--- config.mk ---
export PLATFORM = sky130hd
export DESIGN_NAME = annexb_nal_filter
export DESIGN_NICKNAME = d
export VERILOG_FILES = /design/src/rtl/anbf_pkg.sv /design/src/rtl/anbf_front.sv /design/src/rtl/anbf_queue.sv /design/src/rtl/anbf_back.sv /design/src/rtl/annexb_nal_filter.sv
export SDC_FILE = /design/constraint.sdc
export NUM_CORES = 1
export LEC_CHECK = 0
export BUFFER_PORTS_ARGS = -buffer_cell sky130_fd_sc_hd__buf_4
export CAP_MARGIN = 20
export CORE_UTILIZATION = 63
export CTS_BUF_LIST = sky130_fd_sc_hd__clkbuf_8
export DETAILED_ROUTE_END_ITERATION = 8
export GPL_TIMING_DRIVEN = 0
export PLACE_DENSITY = 0.9
export SLEW_MARGIN = 30
export SYNTH_ARGS = -nofsm -noshare
export SYNTH_HDL_FRONTEND = slang
export SYNTH_SLANG_ARGS = --single-unit
--- constraint.sdc ---
create_clock -name clk -period 3.5 [get_ports clk]
set_input_delay 0.525 -clock clk [delete_from_list [all_inputs] [get_ports clk]]
set_output_delay 0.525 -clock clk [all_outputs]
set_load 0.03 [all_outputs]
--- src/rtl/anbf_pkg.sv ---
// ----------------------------------------------------------------------------
// anbf_pkg - shared types and constants of the Annex B NAL filter
// Request layouts of both channels, the internal command word passed from
// the classifier to the expander, and the NAL type codes.
// ----------------------------------------------------------------------------
package anbf_pkg;

	localparam logic [7:0]  TYPE_MASK  = 8'h1f;
	localparam logic [31:0] START_CODE = 32'h0000_0001;
	localparam logic [2:0]  HDR_LEN    = 3'd4;

	localparam logic [4:0] NAL_IDR = 5'd5;
	localparam logic [4:0] NAL_SPS = 5'd7;
	localparam logic [4:0] NAL_PPS = 5'd8;

	typedef enum logic [1:0] {
		PH_SEEK = 2'd0,
		PH_CODE = 2'd1,
		PH_UNIT = 2'd2
	} phase_t;

	typedef struct packed {
		logic [7:0] in_byte;
		logic       unit_end;
	} in_t;

	typedef struct packed {
		logic [7:0] out_byte;
		logic       byte_valid;
		logic       buffer_done;
		logic       key_frame;
	} out_t;

	// One classified input byte: optional start code, zero run, the byte
	// itself and an optional end marker, emitted in that order.
	typedef struct packed {
		logic       hdr;
		logic [2:0] zeros;
		logic       byte_en;
		logic [7:0] data;
		logic       done;
		logic       key;
	} cmd_t;

endpackage

--- src/rtl/anbf_front.sv ---
// ----------------------------------------------------------------------------
// anbf_front - start code classifier
// Tracks held zeros and unit phase, turns each accepted byte that emits or ends a unit into a command.
// ----------------------------------------------------------------------------
module anbf_front (
	input  logic                clk,
	input  logic                arst_n,
	input  logic                strip,
	input  logic                raw_valid,
	output logic                raw_stall,
	input  anbf_pkg::in_t       raw_req,
	input  logic                full,
	output logic                push,
	output anbf_pkg::cmd_t      cmd
);

	anbf_pkg::phase_t phase_q, phase_n, phase_cur;
	logic [1:0] held_q, held_n, held_step;
	logic       drop_q, drop_n, key_q, key_n;
	logic       accept, last, held3, is_zero, is_code, has_b, units, opens;
	logic       emit, drop_after, key_after;
	logic [2:0] zcnt;
	logic [7:0] first_byte;
	logic [4:0] nal_type;

	assign raw_stall = full;
	assign accept    = raw_valid & ~full;
	assign last      = raw_req.unit_end;
	assign held3     = (held_q == 2'd3);
	assign held_step = held3 ? 2'd3 : held_q + 2'd1;
	assign is_zero   = (raw_req.in_byte == 8'h00);
	assign is_code   = (raw_req.in_byte == 8'h01) && (held_q >= 2'd2);
	assign has_b     = ~is_zero & ~is_code;

	// zeros released as unit bytes by this request
	always_comb begin
		if (is_zero) begin
			zcnt = {2'b00, held3} + (last ? {1'b0, held_step} : 3'd0);
		end else if (is_code) begin
			zcnt = 3'd0;
		end else begin
			zcnt = {1'b0, held_q};
		end
	end

	always_comb begin
		unique case (phase_q)
			anbf_pkg::PH_CODE: phase_cur = anbf_pkg::PH_CODE;
			anbf_pkg::PH_UNIT: phase_cur = anbf_pkg::PH_UNIT;
			default:           phase_cur = anbf_pkg::PH_SEEK;
		endcase
	end

	assign units      = (zcnt != 3'd0) | has_b;
	assign opens      = (phase_cur == anbf_pkg::PH_CODE) & units;
	assign first_byte = (zcnt != 3'd0) ? 8'h00 : raw_req.in_byte;
	assign nal_type   = first_byte[4:0] & anbf_pkg::TYPE_MASK[4:0];

	assign drop_after = opens ? (strip && (nal_type == anbf_pkg::NAL_SPS ||
	                                       nal_type == anbf_pkg::NAL_PPS))
	                          : drop_q;
	assign key_after  = key_q | (opens && (nal_type == anbf_pkg::NAL_IDR ||
	                                       nal_type == anbf_pkg::NAL_SPS ||
	                                       nal_type == anbf_pkg::NAL_PPS));
	assign emit       = units & (phase_cur != anbf_pkg::PH_SEEK) & ~drop_after;

	// command outputs
	always_comb begin
		cmd.hdr     = emit & opens;
		cmd.zeros   = emit ? zcnt : 3'd0;
		cmd.byte_en = emit & has_b;
		cmd.data    = raw_req.in_byte;
		cmd.done    = last;
		cmd.key     = key_after;
		push        = accept & (emit | last);
	end

	// next state
	always_comb begin
		phase_n = phase_cur;
		held_n  = held_q;
		drop_n  = drop_q;
		key_n   = key_q;
		if (accept) begin
			if (last) begin
				phase_n = anbf_pkg::PH_SEEK;
				held_n  = 2'd0;
				drop_n  = 1'b0;
				key_n   = 1'b0;
			end else begin
				held_n = is_zero ? held_step : 2'd0;
				key_n  = key_after;
				if (is_code) begin
					phase_n = anbf_pkg::PH_CODE;
					drop_n  = 1'b0;
				end else if (opens) begin
					phase_n = anbf_pkg::PH_UNIT;
					drop_n  = drop_after;
				end
			end
		end
	end

	always_ff @(posedge clk or negedge arst_n) begin
		if (!arst_n) begin
			phase_q <= anbf_pkg::PH_SEEK;
			held_q  <= 2'd0;
			drop_q  <= 1'b0;
			key_q   <= 1'b0;
		end else begin
			phase_q <= phase_n;
			held_q  <= held_n;
			drop_q  <= drop_n;
			key_q   <= key_n;
		end
	end

endmodule

--- src/rtl/anbf_queue.sv ---
// ----------------------------------------------------------------------------
// anbf_queue - command queue
// Small register queue between the classifier and the expander.
// ----------------------------------------------------------------------------
module anbf_queue #(
	parameter int DEPTH = 4
) (
	input  logic           clk,
	input  logic           arst_n,
	input  logic           push,
	input  anbf_pkg::cmd_t wr_cmd,
	input  logic           pop,
	output anbf_pkg::cmd_t rd_cmd,
	output logic           full,
	output logic           empty
);

	localparam int PW = (DEPTH > 1) ? $clog2(DEPTH) : 1;
	localparam int CW = $clog2(DEPTH + 1);
	localparam logic [PW-1:0] LAST_PTR = PW'(DEPTH - 1);
	localparam logic [CW-1:0] FULL_CNT = CW'(DEPTH);

	anbf_pkg::cmd_t    slot_q [DEPTH];
	logic [PW-1:0]     wr_ptr_q, rd_ptr_q;
	logic [CW-1:0]     count_q;
	logic              do_push, do_pop;

	assign full    = (count_q == FULL_CNT);
	assign empty   = (count_q == '0);
	assign do_push = push & ~full;
	assign do_pop  = pop & ~empty;
	assign rd_cmd  = slot_q[rd_ptr_q];

	always_ff @(posedge clk) begin
		if (do_push) begin
			slot_q[wr_ptr_q] <= wr_cmd;
		end
	end

	always_ff @(posedge clk or negedge arst_n) begin
		if (!arst_n) begin
			wr_ptr_q <= '0;
			rd_ptr_q <= '0;
			count_q  <= '0;
		end else begin
			if (do_push) begin
				wr_ptr_q <= (wr_ptr_q == LAST_PTR) ? '0 : wr_ptr_q + 1'b1;
			end
			if (do_pop) begin
				rd_ptr_q <= (rd_ptr_q == LAST_PTR) ? '0 : rd_ptr_q + 1'b1;
			end
			if (do_push && !do_pop) begin
				count_q <= count_q + 1'b1;
			end else if (do_pop && !do_push) begin
				count_q <= count_q - 1'b1;
			end
		end
	end

endmodule

--- src/rtl/anbf_back.sv ---
// ----------------------------------------------------------------------------
// anbf_back - command expander
// Plays out one command as output requests, one per cycle while the output
// is not stalled, into the output register.
// ----------------------------------------------------------------------------
module anbf_back (
	input  logic           clk,
	input  logic           arst_n,
	input  anbf_pkg::cmd_t rd_cmd,
	input  logic           empty,
	output logic           pop,
	output logic           nal_valid,
	input  logic           nal_stall,
	output anbf_pkg::out_t nal_req
);

	logic [2:0]     hdr_cnt_q, zero_cnt_q, hdr_cnt_n, zero_cnt_n;
	logic           byte_en_q, done_q, key_q, byte_en_n, done_n;
	logic [7:0]     data_q;
	logic           busy, out_free, adv, last_elem;
	logic [2:0]     hdr_sub;
	anbf_pkg::out_t elem;
	logic           nal_valid_q;
	anbf_pkg::out_t nal_q;

	assign busy     = (hdr_cnt_q != 3'd0) | (zero_cnt_q != 3'd0) | byte_en_q | done_q;
	assign out_free = ~nal_valid_q | ~nal_stall;
	assign adv      = busy & out_free;
	assign hdr_sub  = hdr_cnt_q - 3'd1;

	// pick the next element and what remains after it
	always_comb begin
		hdr_cnt_n  = hdr_cnt_q;
		zero_cnt_n = zero_cnt_q;
		byte_en_n  = byte_en_q;
		done_n     = done_q;
		elem       = '0;
		if (hdr_cnt_q != 3'd0) begin
			elem.out_byte   = anbf_pkg::START_CODE[{hdr_sub[1:0], 3'b000} +: 8];
			elem.byte_valid = 1'b1;
			hdr_cnt_n       = hdr_sub;
		end else if (zero_cnt_q != 3'd0) begin
			elem.byte_valid = 1'b1;
			zero_cnt_n      = zero_cnt_q - 3'd1;
		end else if (byte_en_q) begin
			elem.out_byte   = data_q;
			elem.byte_valid = 1'b1;
			byte_en_n       = 1'b0;
		end else begin
			elem.buffer_done = 1'b1;
			elem.key_frame   = key_q;
			done_n           = 1'b0;
		end
	end

	assign last_elem = (hdr_cnt_n == 3'd0) & (zero_cnt_n == 3'd0) & ~byte_en_n & ~done_n;
	assign pop       = ~empty & (~busy | (adv & last_elem));

	always_ff @(posedge clk or negedge arst_n) begin
		if (!arst_n) begin
			hdr_cnt_q  <= 3'd0;
			zero_cnt_q <= 3'd0;
			byte_en_q  <= 1'b0;
			done_q     <= 1'b0;
		end else if (pop) begin
			hdr_cnt_q  <= rd_cmd.hdr ? anbf_pkg::HDR_LEN : 3'd0;
			zero_cnt_q <= rd_cmd.zeros;
			byte_en_q  <= rd_cmd.byte_en;
			done_q     <= rd_cmd.done;
		end else if (adv) begin
			hdr_cnt_q  <= hdr_cnt_n;
			zero_cnt_q <= zero_cnt_n;
			byte_en_q  <= byte_en_n;
			done_q     <= done_n;
		end
	end

	always_ff @(posedge clk) begin
		if (pop) begin
			data_q <= rd_cmd.data;
			key_q  <= rd_cmd.key;
		end
	end

	always_ff @(posedge clk or negedge arst_n) begin
		if (!arst_n) begin
			nal_valid_q <= 1'b0;
		end else if (out_free) begin
			nal_valid_q <= busy;
		end
	end

	always_ff @(posedge clk) begin
		if (out_free) begin
			nal_q <= elem;
		end
	end

	assign nal_valid = nal_valid_q;
	assign nal_req   = nal_q;

endmodule

--- src/rtl/annexb_nal_filter.sv ---
// ----------------------------------------------------------------------------
// annexb_nal_filter - Annex B start code parser and rewriter
// The first output request of a byte goes from the classifier into the
// queue, then through the expander into the output register.
// Throughput: one input byte per cycle while the queue has room; output runs
// at one request per cycle while not stalled, and the expander may expand one
// byte into a start code, released zeros, the byte and an end marker.
// Reset: all parse state and the queue clear; strip_param_sets resets to 1.
// ----------------------------------------------------------------------------
module annexb_nal_filter #(
	parameter int QUEUE_DEPTH = 4
) (
	input  logic           clk,
	input  logic           arst_n,
	// raw byte channel
	input  logic           raw_valid,
	output logic           raw_stall,
	input  anbf_pkg::in_t  raw_req,
	// rewritten stream channel
	output logic           nal_valid,
	input  logic           nal_stall,
	output anbf_pkg::out_t nal_req,
	// configuration write channel: strip_param_sets
	input  logic           cfg_valid,
	output logic           cfg_ready,
	input  logic           cfg_data
);

	logic           strip_q;
	logic           push, pop, full, empty;
	anbf_pkg::cmd_t wr_cmd, rd_cmd;

	// Take configuration writes at any time; the user must issue them only while idle, which the block does not enforce.
	assign cfg_ready = 1'b1;

	always_ff @(posedge clk or negedge arst_n) begin
		if (!arst_n) begin
			strip_q <= 1'b1;
		end else if (cfg_valid && cfg_ready) begin
			strip_q <= cfg_data;
		end
	end

	// Front: hold back zero runs, spot start codes, classify each unit's
	// first byte and decide whether the unit goes out or is dropped.
	anbf_front u_front (
		.clk       (clk),
		.arst_n    (arst_n),
		.strip     (strip_q),
		.raw_valid (raw_valid),
		.raw_stall (raw_stall),
		.raw_req   (raw_req),
		.full      (full),
		.push      (push),
		.cmd       (wr_cmd)
	);

	// Queue: absorb output bursts so the front keeps taking bytes.
	anbf_queue #(
		.DEPTH (QUEUE_DEPTH)
	) u_queue (
		.clk    (clk),
		.arst_n (arst_n),
		.push   (push),
		.wr_cmd (wr_cmd),
		.pop    (pop),
		.rd_cmd (rd_cmd),
		.full   (full),
		.empty  (empty)
	);

	// Back: expand each command into output requests, one per cycle while the output is not stalled.
	anbf_back u_back (
		.clk       (clk),
		.arst_n    (arst_n),
		.rd_cmd    (rd_cmd),
		.empty     (empty),
		.pop       (pop),
		.nal_valid (nal_valid),
		.nal_stall (nal_stall),
		.nal_req   (nal_req)
	);

endmodule
==> metrics.cfg, run 1 <==
[power_and_ir_drop]
p_leak_uw = 0.001958
powerDensity_nw_per_um2 = 643.8
vdd_drop_max_mv = 0.3368

[global_route]
antenna_found_initial = 0
track_usage = 0.2320
grt_pass1_vias = 2600
overflow = 0
grt_first_pass_wirelength_um = 12530
grt_max_degree = 24

[floorplanning]
start_util = 0.6640
core_um2 = 6944
die_area_um2 = 7665
die_h_um = 87.55
die_w_um = 87.55
num_rows = 30
boundaryPins = 29

[synth]
yosysMostFrequentCell = edfxtp_1
yosysTopAreaCellShare = 0.5210
synth_top_area_cell = edfxtp_1
ys_ff_latch = 103
synth_edf_count = 80
syn-cell-area_um2 = 4611
synthCells = 303
avgSynthCellArea_um2 = 15.22
ys_seq_area_frac = 0.6461
ys_top_cells_by_count = edfxtp_1, dfrtp_1, inv_1, ha_1
yosys_warnings = 0
ys.flop_type = edfxtp_1
async_flop_share = 0.2233
synthesis.nets = 335
ys_types = 62
synthTopCellsByArea = edfxtp_1, dfrtp_1, mux4_2

[critical_path]
arrival_ns = 3.59
reg2reg_to = u_queue.count_q[1]$_DFFE_PN0P_
critPathKind = flip-flop to flip-flop
worstPathMaxFanout = 7
endpoint = u_queue.count_q[1]$_DFFE_PN0P_
crit_start = u_front.held_q[0]$_DFFE_PN0P_
ff2ff_path_depth = 11
rr_startpoint = u_front.held_q[0]$_DFFE_PN0P_
start_kind = flip-flop
reg2reg_slack_ns = 0.17
required_ns = 3.77
crit_path_end_kind = flip-flop

[routing]
ant_nets = 0
vias = 2606
wirelength_um = 8076
drt_first_pass_iters = 4
post_drt_wl_per_cell_um = 18.19
wl_met3_um = 358
wl_met2_um = 4206
drc = 0
top_layer_used = met4
drt_iter0_markers = 152
via_per_inst = 5.869
drt-met1-wl_um = 3326

[clock_tree]
cts_hold_buf = 0
clock-sinks = 103
htreeDepth = 3
worst_skew_pair.late_latency_ns = 0.37
cts_root_buf = clkbuf_8
clk_pin_slew_ns = 0.11
cts_tree = yes
clock_path_buffers = 2
cts_made_buffers = 9

[placement]
place.gp.congestion = 0.8461
dp.cells = 426
post-dp-hpwl_um = 5590
port_buffers = 27

[sta]
finalSetupViolations = 0
fin_setup_tns_ns = 0
clock.fmax_ghz = 0.3005
finalHoldViolCount = 0
rsz0062_at_grt = false
worstMarginPinSlew_ns = 0.7987
period_share = 0.9508
fin_crit_ns = 3.328
slew_violations = 0
finClkSkew_ns = 0.01125
relSlewSlack = 0.4675

[finish]
num-fill-cells = 411
fin_nets = 375
syn_to_final_growth_pct = 11.64
seqCellArea_um2 = 2979
finalNonFillerCells = 444
drive_gt1_frac = 0.2500
multi_input_area_um2 = 1506
antennaDiodeCount = 0

[run_status]
status = complete, no violations

[min_path]
hold_path.class = input pin to async pin

[job]
drv_cap = 0

## power breakdown
part	internal (µW)	switching, µW
clock network	283	439
registers	1520	113
logic	444	514
## layout by cell type (no fill, tap or decap), drive strengths merged, types with 3 or more instances in the layout
cell,instances
a211oi,3
a21oi,9
and2,17
and3,4
buf,33
clkbuf,15
dfrtp,22
edfxtp,80
ha,16
inv,24
mux2,8
mux4,15
nand2,14
nor2,15
nor2b,6
nor3,7
nor3b,3
o21ai,8
or3,3
xnor2,3
## registers in the layout, indices dropped and copies added, names as in the netlist, 2 cells and up
register           flops
u_back.hdr_cnt_q       3
u_queue.rd_ptr_q       2
u_back.data_q          8
u_back.nal_req        11
u_front.held_q         2
u_queue.wr_ptr_q       2
u_queue.count_q        3
u_queue.slot_q        60
u_front.phase_q        2
u_back.zero_cnt_q      3
## cell type report
type	instances	area share
inverters	19	0.01386
repair buffers	29	0.04229
plain buffers	10	0.01118
clock buffers	9	0.02406
well taps	96	0.02333
flip-flops and latches	103	0.5788
multi-input cells	171	0.2927
clock inverters	7	0.01386
## cells by family after synthesis
| family | synth area share |
|---|---|
| AND/OR/NAND/NOR | 0.1026 |
| other | 0.0008133 |
| multiplexers | 0.09661 |
| adder cells (fa/ha/maj) | 0.04776 |
| flip-flops | 0.6461 |
| AO/OA/AOI/OAI | 0.06866 |
| buffers and inverters | 0.02795 |
| XOR/XNOR | 0.009500 |
## stage by stage
step | utilization | hold WS [ns] | setup slack (ns) | power (µW) | instance area [µm²]
finish | 0.7413 | 0.03661 | 0.1723 | 3314 | 5147
global placement | 0.7105 | 0.4414 | 0.1919 | 2528 | 4933
global route | 0.7413 | 0.05428 | 0.06529 | 3480 | 5147
floorplan | - | 0.2294 | 0.5405 | 2344 | 4611
CTS | 0.7386 | 0.04490 | 0.09931 | 3319 | 5129
detailed placement | 0.7105 | 0.4454 | 0.1211 | 2598 | 4933
## how the worst min path moves through the flow
stage / startpoint / endpoint / slack (ns) / cells past startpoint
floorplan: arst_n / u_back.byte_en_q$_DFFE_PN0P_ / 0.23 / 0
global placement: arst_n / u_front.key_q$_DFFE_PN0P_ / 0.44 / 1
detailed placement: arst_n / u_front.key_q$_DFFE_PN0P_ / 0.45 / 1
CTS: arst_n / u_queue.count_q[1]$_DFFE_PN0P_ / 0.04 / 1
global route: arst_n / u_queue.rd_ptr_q[0]$_DFFE_PN0P_ / 0.05 / 1
finish: arst_n / u_queue.rd_ptr_q[1]$_DFFE_PN0P_ / 0.04 / 1
## repair_timing
item	CTS	global route
endpoints found under the setup margin	0	2
buffers inserted	0	2
gates resized for setup	0	1
## metal layers
metal  GRT usage  up-vias
met1      0.2836     1294
met2      0.4041       74
met5           0        -
met3     0.04524       20
li1            -     1218
met4      0.1043        0
## worst max-delay path: stages, from the launching register on
cell and delay [ns]:
dfrtp_1 0.46, or2_2 0.33, and2_1 0.16, ha_1 0.31, nor3_1 0.30, o211ai_1 0.16
a211oi_2 0.36, o31ai_4 0.15, ha_1 0.24, inv_1 0.07, fa_1 0.40, mux2_2 0.28
No activity file was read; power rests on OpenSTA's default activity.
==> run 2: changes to the inputs <==
--- a/config.mk
+++ b/config.mk
@@ -15,4 +15,5 @@
 export SLEW_MARGIN = 30
 export SYNTH_ARGS = -nofsm -noshare
 export SYNTH_HDL_FRONTEND = slang
+export SYNTH_HIERARCHICAL = 1
 export SYNTH_SLANG_ARGS = --single-unit
==> run 2 against run 1 <==
  * Global-route usage is 0.19 points higher
  * Core utilization is 0.42 points lower
  * Combinational power is 18% higher
  * Setup slack better by 0.017 ns
  * Clock skew is 0.00053 ns higher
  * Die area is 2.7% higher
  * Non-clock buffer count is 13 higher
  * Register-to-register slack better by 0.02 ns
  * Clock power is 2% lower
  * Cell area is 3.9% higher
==> metrics.cfg, run 2 <==
[finish]
fin_nets = 389  ; +3.7%
syn_to_final_growth_pct = 12.83
largest_reg_flops = 60  ; unchanged
mostFrequentLayoutCells = edfxtp_1, buf_4, dfrtp_1
finalNonFillerCells = 461  ; +3.8%
regMostFlops = u_queue/slot_q
antennaDiodeCount = 0  ; unchanged
drive_gt1_frac = 0.3066  ; +0.05663
final_area_um2 = 5346  ; +3.9%
num-fill-cells = 452  ; +10%
final_common_cell = edfxtp_1

[routing]
post_drt_wl_per_cell_um = 18.20  ; about the same
vias = 2728  ; +4.7%
wirelength_um = 8389  ; +3.9%
drt_first_pass_iters = 4  ; unchanged
drt_iter0_markers = 190  ; +25%
via_per_inst = 5.918  ; +0.82%
ant_nets = 0  ; unchanged
drc = 0  ; unchanged

[synth]
ys_ff_latch = 103  ; unchanged
synth_top_area_cell = edfxtp_1
ys_seq_area_frac = 0.6287  ; -0.01740
ys_top_cells_by_count = edfxtp_1, dfrtp_1, inv_1, ha_1
yosys_warnings = 6  ; +6
synthTopCellsByArea = edfxtp_1, dfrtp_1, mux4_2
yosysMostFrequentCell = edfxtp_1
synth_edf_count = 80  ; unchanged
avgSynthCellArea_um2 = 15.09  ; -0.83%
synthCells = 314  ; +3.6%
async_flop_share = 0.2233  ; unchanged
ys.flop_type = edfxtp_1
syn-cell-area_um2 = 4738  ; +2.8%
ys_types = 64  ; +3.2%
yosysTopAreaCellShare = 0.5070  ; -0.01403
synthesis.nets = 346  ; +3.3%

[power_and_ir_drop]
power.internal_uw = 2366  ; +5.2%
finalPower_uw = 3525  ; +6.4%
p_leak_uw = 0.002015  ; +2.9%
comb_power_share = 0.320  ; +0.031
switching_share = 0.3288  ; +0.007324
pwr-share-clk = 0.202  ; -0.016
powerDensity_nw_per_um2 = 659.3  ; +2.4%
pwr-share-seq = 0.478  ; -0.015
vdd_drop_max_mv = 0.3304  ; -1.9%
p_switching_uw = 1159  ; +8.8%

[placement]
post-dp-hpwl_um = 5927  ; +6.0%
place.gp.congestion = 0.9438  ; +12%
dp.cells = 439  ; +3.1%
placed_cell_area_um2 = 5064  ; +2.6%
port_buffers = 26  ; -3.7%

[sta]
period_share = 0.9460  ; -0.004737
relSlewSlack = 0.4039  ; -0.06360
finClkSkew_ns = 0.01178  ; +0.0005350 ns
holdWs_ns = 0.04465  ; +0.008041 ns
clock.fmax_ghz = 0.3020  ; +0.50%
worstMarginPinSlew_ns = 0.8716  ; +0.07286 ns
finalHoldViolCount = 0  ; unchanged
rsz0062_at_grt = false
slew_violations = 0  ; unchanged
finalSetupViolations = 0  ; unchanged
fin_crit_ns = 3.311  ; -0.01658 ns

[floorplanning]
die_h_um = 88.73  ; +1.3%
boundaryPins = 29  ; unchanged
die_area_um2 = 7872  ; +2.7%
num_rows = 31  ; +3.3%
die_w_um = 88.73  ; +1.3%
core_um2 = 7253  ; +4.5%
start_util = 0.6533  ; -0.01070

[critical_path]
critPathKind = flip-flop to flip-flop
crit_path_end_kind = flip-flop
worstPathMaxFanout = 6  ; -1
arrival_ns = 3.57  ; -0.02 ns
rr_startpoint = u_front/held_q[1]$_DFFE_PN0P_
required_ns = 3.76  ; about the same
ff2ff_path_depth = 13  ; +2
reg2reg_slack_ns = 0.19  ; +0.02 ns
reg2reg_to = u_queue/count_q[1]$_DFFE_PN0P_
start_kind = flip-flop

[global_route]
overflow = 0  ; unchanged
grt_max_degree = 24  ; unchanged
antenna_found_initial = 0  ; unchanged
grt_first_pass_wirelength_um = 13120  ; +4.7%
grt_pass1_vias = 2746  ; +5.6%
track_usage = 0.2339  ; +0.001926

[clock_tree]
clk_pin_slew_ns = 0.10  ; about the same
cts_root_buf = clkbuf_8
htreeDepth = 3  ; unchanged
clock_path_buffers = 2  ; unchanged
cts_made_buffers = 9  ; unchanged
cts_tree = yes
worst_skew_pair.late_latency_ns = 0.37  ; about the same
clock-sinks = 103  ; unchanged

[run_status]
status = complete, no violations

[job]
drv_cap = 0  ; unchanged

[min_path]
hold_path.class = input pin to async pin

==> run 2: cell types whose count changed after synthesis, moves of 3 or more <==
cell | before | now
buf_4 | 1 | 14
and2_1 | 15 | 7
and3_1 | 1 | 7
nor2_1 | 15 | 10
a21boi_0 | 0 | 4
a21oi_1 | 9 | 5
mux2_1 | 1 | 4
nand3_1 | 2 | 5
nor3b_1 | 3 | 0
==> run 2: worst max-delay path by stage <==
stage	from	end	cells after the start
floorplan	raw_req[0]	u_queue/count_q[1]$_DFFE_PN0P_	14
global placement	raw_req[0]	u_queue/count_q[1]$_DFFE_PN0P_	14
detailed placement	raw_req[0]	u_queue/count_q[1]$_DFFE_PN0P_	14
CTS	u_back/hdr_cnt_q[0]$_DFFE_PN0P_	u_queue/count_q[1]$_DFFE_PN0P_	13
global route	u_front/held_q[1]$_DFFE_PN0P_	u_queue/count_q[1]$_DFFE_PN0P_	13
finish	u_front/held_q[1]$_DFFE_PN0P_	u_queue/count_q[1]$_DFFE_PN0P_	13
==> run 2: per-layer routing <==
metal  wire length, µm  GRT usage  vias up  share of wire
met5                 0          0        -              0
met3               359    0.04011       13          0.043
met2              4522     0.4315       74           0.54
li1                  -          -     1265              -
met4               140    0.08504        0          0.017
met1              3368     0.2750     1376           0.40
==> run 2: cell families after synthesis <==
kind of cell             after synthesis  synth area share
adder cells (fa/ha/maj)               17           0.04647
other                                  1         0.0007914
AO/OA/AOI/OAI                         42           0.06839
multiplexers                          25           0.09744
flip-flops                           103            0.6287
XOR/XNOR                               6           0.01109
AND/OR/NAND/NOR                       82            0.1054
buffers and inverters                 38           0.04172
==> run 2: layout make-up <==
| class | count | area [µm²] | area share |
|---|---|---|---|
| buffer | 19 | 126.4 | 0.02364 |
| clock buffer | 9 | 123.9 | 0.02317 |
| clock inverter | 7 | 73.82 | 0.01381 |
| inverter | 18 | 71.32 | 0.01334 |
| multi-input combinational | 173 | 1599 | 0.2991 |
| sequential | 103 | 2980 | 0.5575 |
| tap | 99 | 123.9 | 0.02317 |
| timing repair buffer | 33 | 247.7 | 0.04634 |
==> run 2: what timing repair did <==
item / 4_1_cts / 5_1_grt
setup endpoints to repair: 2 / 2
gates cloned: 0 / 0
hold buffers: 0 / 0
resized for setup: 4 / 3
pin swaps: 2 / 3
setup buffers: 4 / 3
==> run 2: critical path, stage by stage, from the launching register on <==
cell      delay [ns]
dfrtp_2         0.43
nand2b_1        0.15
and2_1          0.16
ha_1            0.21
ha_4            0.24
or4_1           0.47
a211o_1         0.30
nand3_1         0.09
o21ai_0         0.08
nor2b_4         0.15
ha_4            0.18
inv_1           0.06
fa_1            0.41
mux2_2          0.27
==> run 2: power by group through the flow <==
stage / Combinational [µW] / Sequential (µW) / Clock (µW)
final: 1130 / 1690 / 711
after global routing: 1240 / 1710 / 762
after CTS: 1120 / 1690 / 722
after detailed placement: 1110 / 1710 / 0
after global placement: 1060 / 1690 / 0
after floorplan: 830 / 1710 / 0
==> run 2: stage by stage <==
stage | util | setup slack [ns] | setup TNS, ns
2_1_floorplan | - | 0.0009330 | 0
3_3_place_gp | 0.6981 | -0.2238 | -0.2859
3_5_place_dp | 0.6981 | -0.2587 | -0.3712
4_1_cts | 0.7302 | 0.01855 | 0
5_1_grt | 0.7371 | 0.03804 | 0
6_report | 0.7371 | 0.1888 | 0
==> run 3: changes to the inputs <==
--- a/config.mk
+++ b/config.mk
@@ -7,11 +7,10 @@
 export LEC_CHECK = 0
 export BUFFER_PORTS_ARGS = -buffer_cell sky130_fd_sc_hd__buf_4
 export CAP_MARGIN = 20
-export CORE_UTILIZATION = 63
-export CTS_BUF_LIST = sky130_fd_sc_hd__clkbuf_8
+export CORE_UTILIZATION = 60
 export DETAILED_ROUTE_END_ITERATION = 8
 export GPL_TIMING_DRIVEN = 0
-export PLACE_DENSITY = 0.9
+export PLACE_DENSITY = 0.87
 export SLEW_MARGIN = 30
 export SYNTH_ARGS = -nofsm -noshare
 export SYNTH_HDL_FRONTEND = slang
==> run 3 against run 2 <==
  * Global-route usage down 0.70 points
  * Combinational power about the same
  * First-iteration DRC count decreased by 35%
  * Power is 2.4% higher
  * Sequential power about the same
  * Clock-buffer cell count is the same
  * Clock power grew 11%
  * Sequential share of layout area fell by 0.28 points
  * Flip-flop and latch count is the same
  * Hold slack lost 0.0039 ns
  * Die area increased by 4.9%
==> metrics.cfg, run 3 (synthesis results as in run 2) <==
[clock_tree]
cts_made_buffers = 9  ; unchanged
htreeDepth = 3  ; unchanged
clk_pin_slew_ns = 0.10  ; about the same
clock-sinks = 103  ; unchanged
worst_skew_pair.late_latency_ns = 0.37  ; about the same
cts_tree = yes
cts_root_buf = clkbuf_8
cts_hold_buf = 0  ; unchanged
clock_path_buffers = 2  ; unchanged

[sta]
fin_crit_ns = 3.315  ; +0.003368 ns
worstMarginPinSlew_ns = 0.8991  ; +0.02758 ns
period_share = 0.9470  ; +0.0009623
finalSetupViolations = 0  ; unchanged
relSlewSlack = 0.3851  ; -0.01886
finClkSkew_ns = 0.008104  ; -0.003677 ns
finalHoldViolCount = 0  ; unchanged
clock.fmax_ghz = 0.3017  ; -0.10%
rsz0062_at_grt = false
slew_violations = 0  ; unchanged

[finish]
finalNonFillerCells = 465  ; +0.87%
syn_to_final_growth_pct = 13.44
final_common_cell = edfxtp_1
antennaDiodeCount = 0  ; unchanged
fin_nets = 390  ; +0.26%
regMostFlops = u_queue/slot_q
largest_reg_flops = 60  ; unchanged
num-fill-cells = 493  ; +9.1%
mostFrequentLayoutCells = edfxtp_1, buf_4, dfrtp_1
drive_gt1_frac = 0.3113  ; +0.004665

[critical_path]
worstPathMaxFanout = 5  ; -1
required_ns = 3.77  ; about the same
crit_path_end_kind = flip-flop
arrival_ns = 3.58  ; about the same
ff2ff_path_depth = 13  ; unchanged
critPathKind = flip-flop to flip-flop
start_kind = flip-flop

[power_and_ir_drop]
power.internal_uw = 2443  ; +3.2%
pwr-share-seq = 0.466  ; -0.012
p_leak_uw = 0.002031  ; +0.83%
finalPower_uw = 3611  ; +2.4%
comb_power_share = 0.316  ; -0.004
switching_share = 0.3236  ; -0.005201
pwr-share-clk = 0.218  ; +0.016
vdd_drop_max_mv = 0.3843  ; +16%
p_switching_uw = 1168  ; +0.82%
powerDensity_nw_per_um2 = 671.8  ; +1.9%

[floorplanning]
core_um2 = 7687  ; +6.0%
die_w_um = 90.87  ; +2.4%
boundaryPins = 29  ; unchanged
die_h_um = 90.87  ; +2.4%
num_rows = 32  ; +3.2%
die_area_um2 = 8256  ; +4.9%
start_util = 0.6164  ; -0.03690

[routing]
ant_nets = 0  ; unchanged
post_drt_wl_per_cell_um = 17.78  ; -2.3%
wirelength_um = 8268  ; -1.4%
via_per_inst = 5.858  ; -1.0%
drc = 0  ; unchanged
vias = 2724  ; -0.15%
drt_iter0_markers = 124  ; -35%
drt_first_pass_iters = 4  ; unchanged

[global_route]
use_met1 = 0.2678  ; -0.007234
grt.met3_usage = 0.02946  ; -0.01065
overflow = 0  ; unchanged
antenna_found_initial = 0  ; unchanged
grt_max_degree = 24  ; unchanged
track_usage = 0.2269  ; -0.007016
grt_pass1_vias = 2799  ; +1.9%
grtUsageMet2 = 0.4091  ; -0.02238
top_usage_layer = met2
grt_first_pass_wirelength_um = 13900  ; +5.9%

[placement]
port_buffers = 26  ; unchanged
dp.cells = 442  ; +0.68%
place.gp.congestion = 0.8985  ; -4.8%
post-dp-hpwl_um = 5843  ; -1.4%

[run_status]
status = complete, no violations

[min_path]
hold_path.class = input pin to async pin

[job]
drv_cap = 0  ; unchanged

[run 3: cell count changes in the layout (fill, tap and decap cells not counted), sizes merged]
| cell | change |
|---|---|
| buf | +1 |
| bufinv | +1 |
| clkinv | -1 |
[run 3: worst paths after layout]
path / slack, ns / start / to
setup / recovery: 0.19 / u_front/held_q[1]$_DFFE_PN0P_ / u_queue/count_q[1]$_DFFE_PN0P_
min in group clk: 0.35 / raw_req[0] / u_queue/slot_q[0][1]$_DFFE_PP_
hold / removal: 0.04 / arst_n / u_queue/count_q[1]$_DFFE_PN0P_
setup reg to reg: 0.19 / u_front/held_q[1]$_DFFE_PN0P_ / u_queue/count_q[1]$_DFFE_PN0P_
hold reg to reg: 0.53 / u_back/key_q$_DFFE_PP_ / u_back/nal_req[0]$_SDFFCE_PP0P_
max in group asynchronous: 3.16 / arst_n / strip_q$_DFFE_PN1P_
[run 3: power groups by stage]
stage / clock, µW / sequential (µW) / combinational [µW]
floorplan: 0 / 1710 / 830
global route: 836 / 1710 / 1260
finish: 788 / 1680 / 1140
detailed placement: 0 / 1710 / 1110
global placement: 0 / 1690 / 1060
CTS: 809 / 1680 / 1120
[run 3: final cells by class]
class	instances	area, µm²	share of cell area
Inverter	18	71.32	0.01327
Sequential cell	103	2982	0.5547
Buffer	19	126.4	0.02351
Clock inverter	7	100.1	0.01862
Clock buffer	9	123.9	0.02304
Timing Repair Buffer	34	255.2	0.04749
Multi-Input combinational cell	173	1589	0.2956
Tap cell	102	127.6	0.02374
[run 3: metrics by stage]
stage | area (µm²) | setup WS, ns | util | TNS, ns | hold slack, ns
2_1_floorplan | 4745 | 0.0009330 | - | 0 | 0.2294
6_report | 5375 | 0.1855 | 0.6992 | 0 | 0.04078
5_1_grt | 5375 | 0.02592 | 0.6992 | 0 | 0.05167
3_3_place_gp | 5067 | -0.2541 | 0.6592 | -0.3542 | 0.4461
3_5_place_dp | 5067 | -0.2987 | 0.6592 | -0.7876 | 0.4473
4_1_cts | 5340 | 0.01265 | 0.6947 | 0 | 0.03106
[run 3: timing repair]
action,4_1_cts,5_1_grt
setup endpoints to repair,2,2
setup buffers,6,2
gates resized for setup,4,5
pin swaps,3,2
[run 3: worst max-delay path, stage by stage, from the launching register on]
cell	delay, ns
dfrtp_2	0.40
nand2b_1	0.15
and2_1	0.16
ha_1	0.18
ha_1	0.30
or4_1	0.48
a211o_1	0.30
nand3_1	0.11
o21ai_1	0.07
nor2b_4	0.15
ha_4	0.18
inv_1	0.06
fa_1	0.40
mux2_2	0.27
[run 3: metal layers]
| layer | wire length (µm) | vias to the layer above |
|---|---|---|
| li1 | - | 1272 |
| met1 | 3330 | 1361 |
| met2 | 4416 | 75 |
| met3 | 307 | 16 |
| met4 | 214 | 0 |
| met5 | 0 | - |
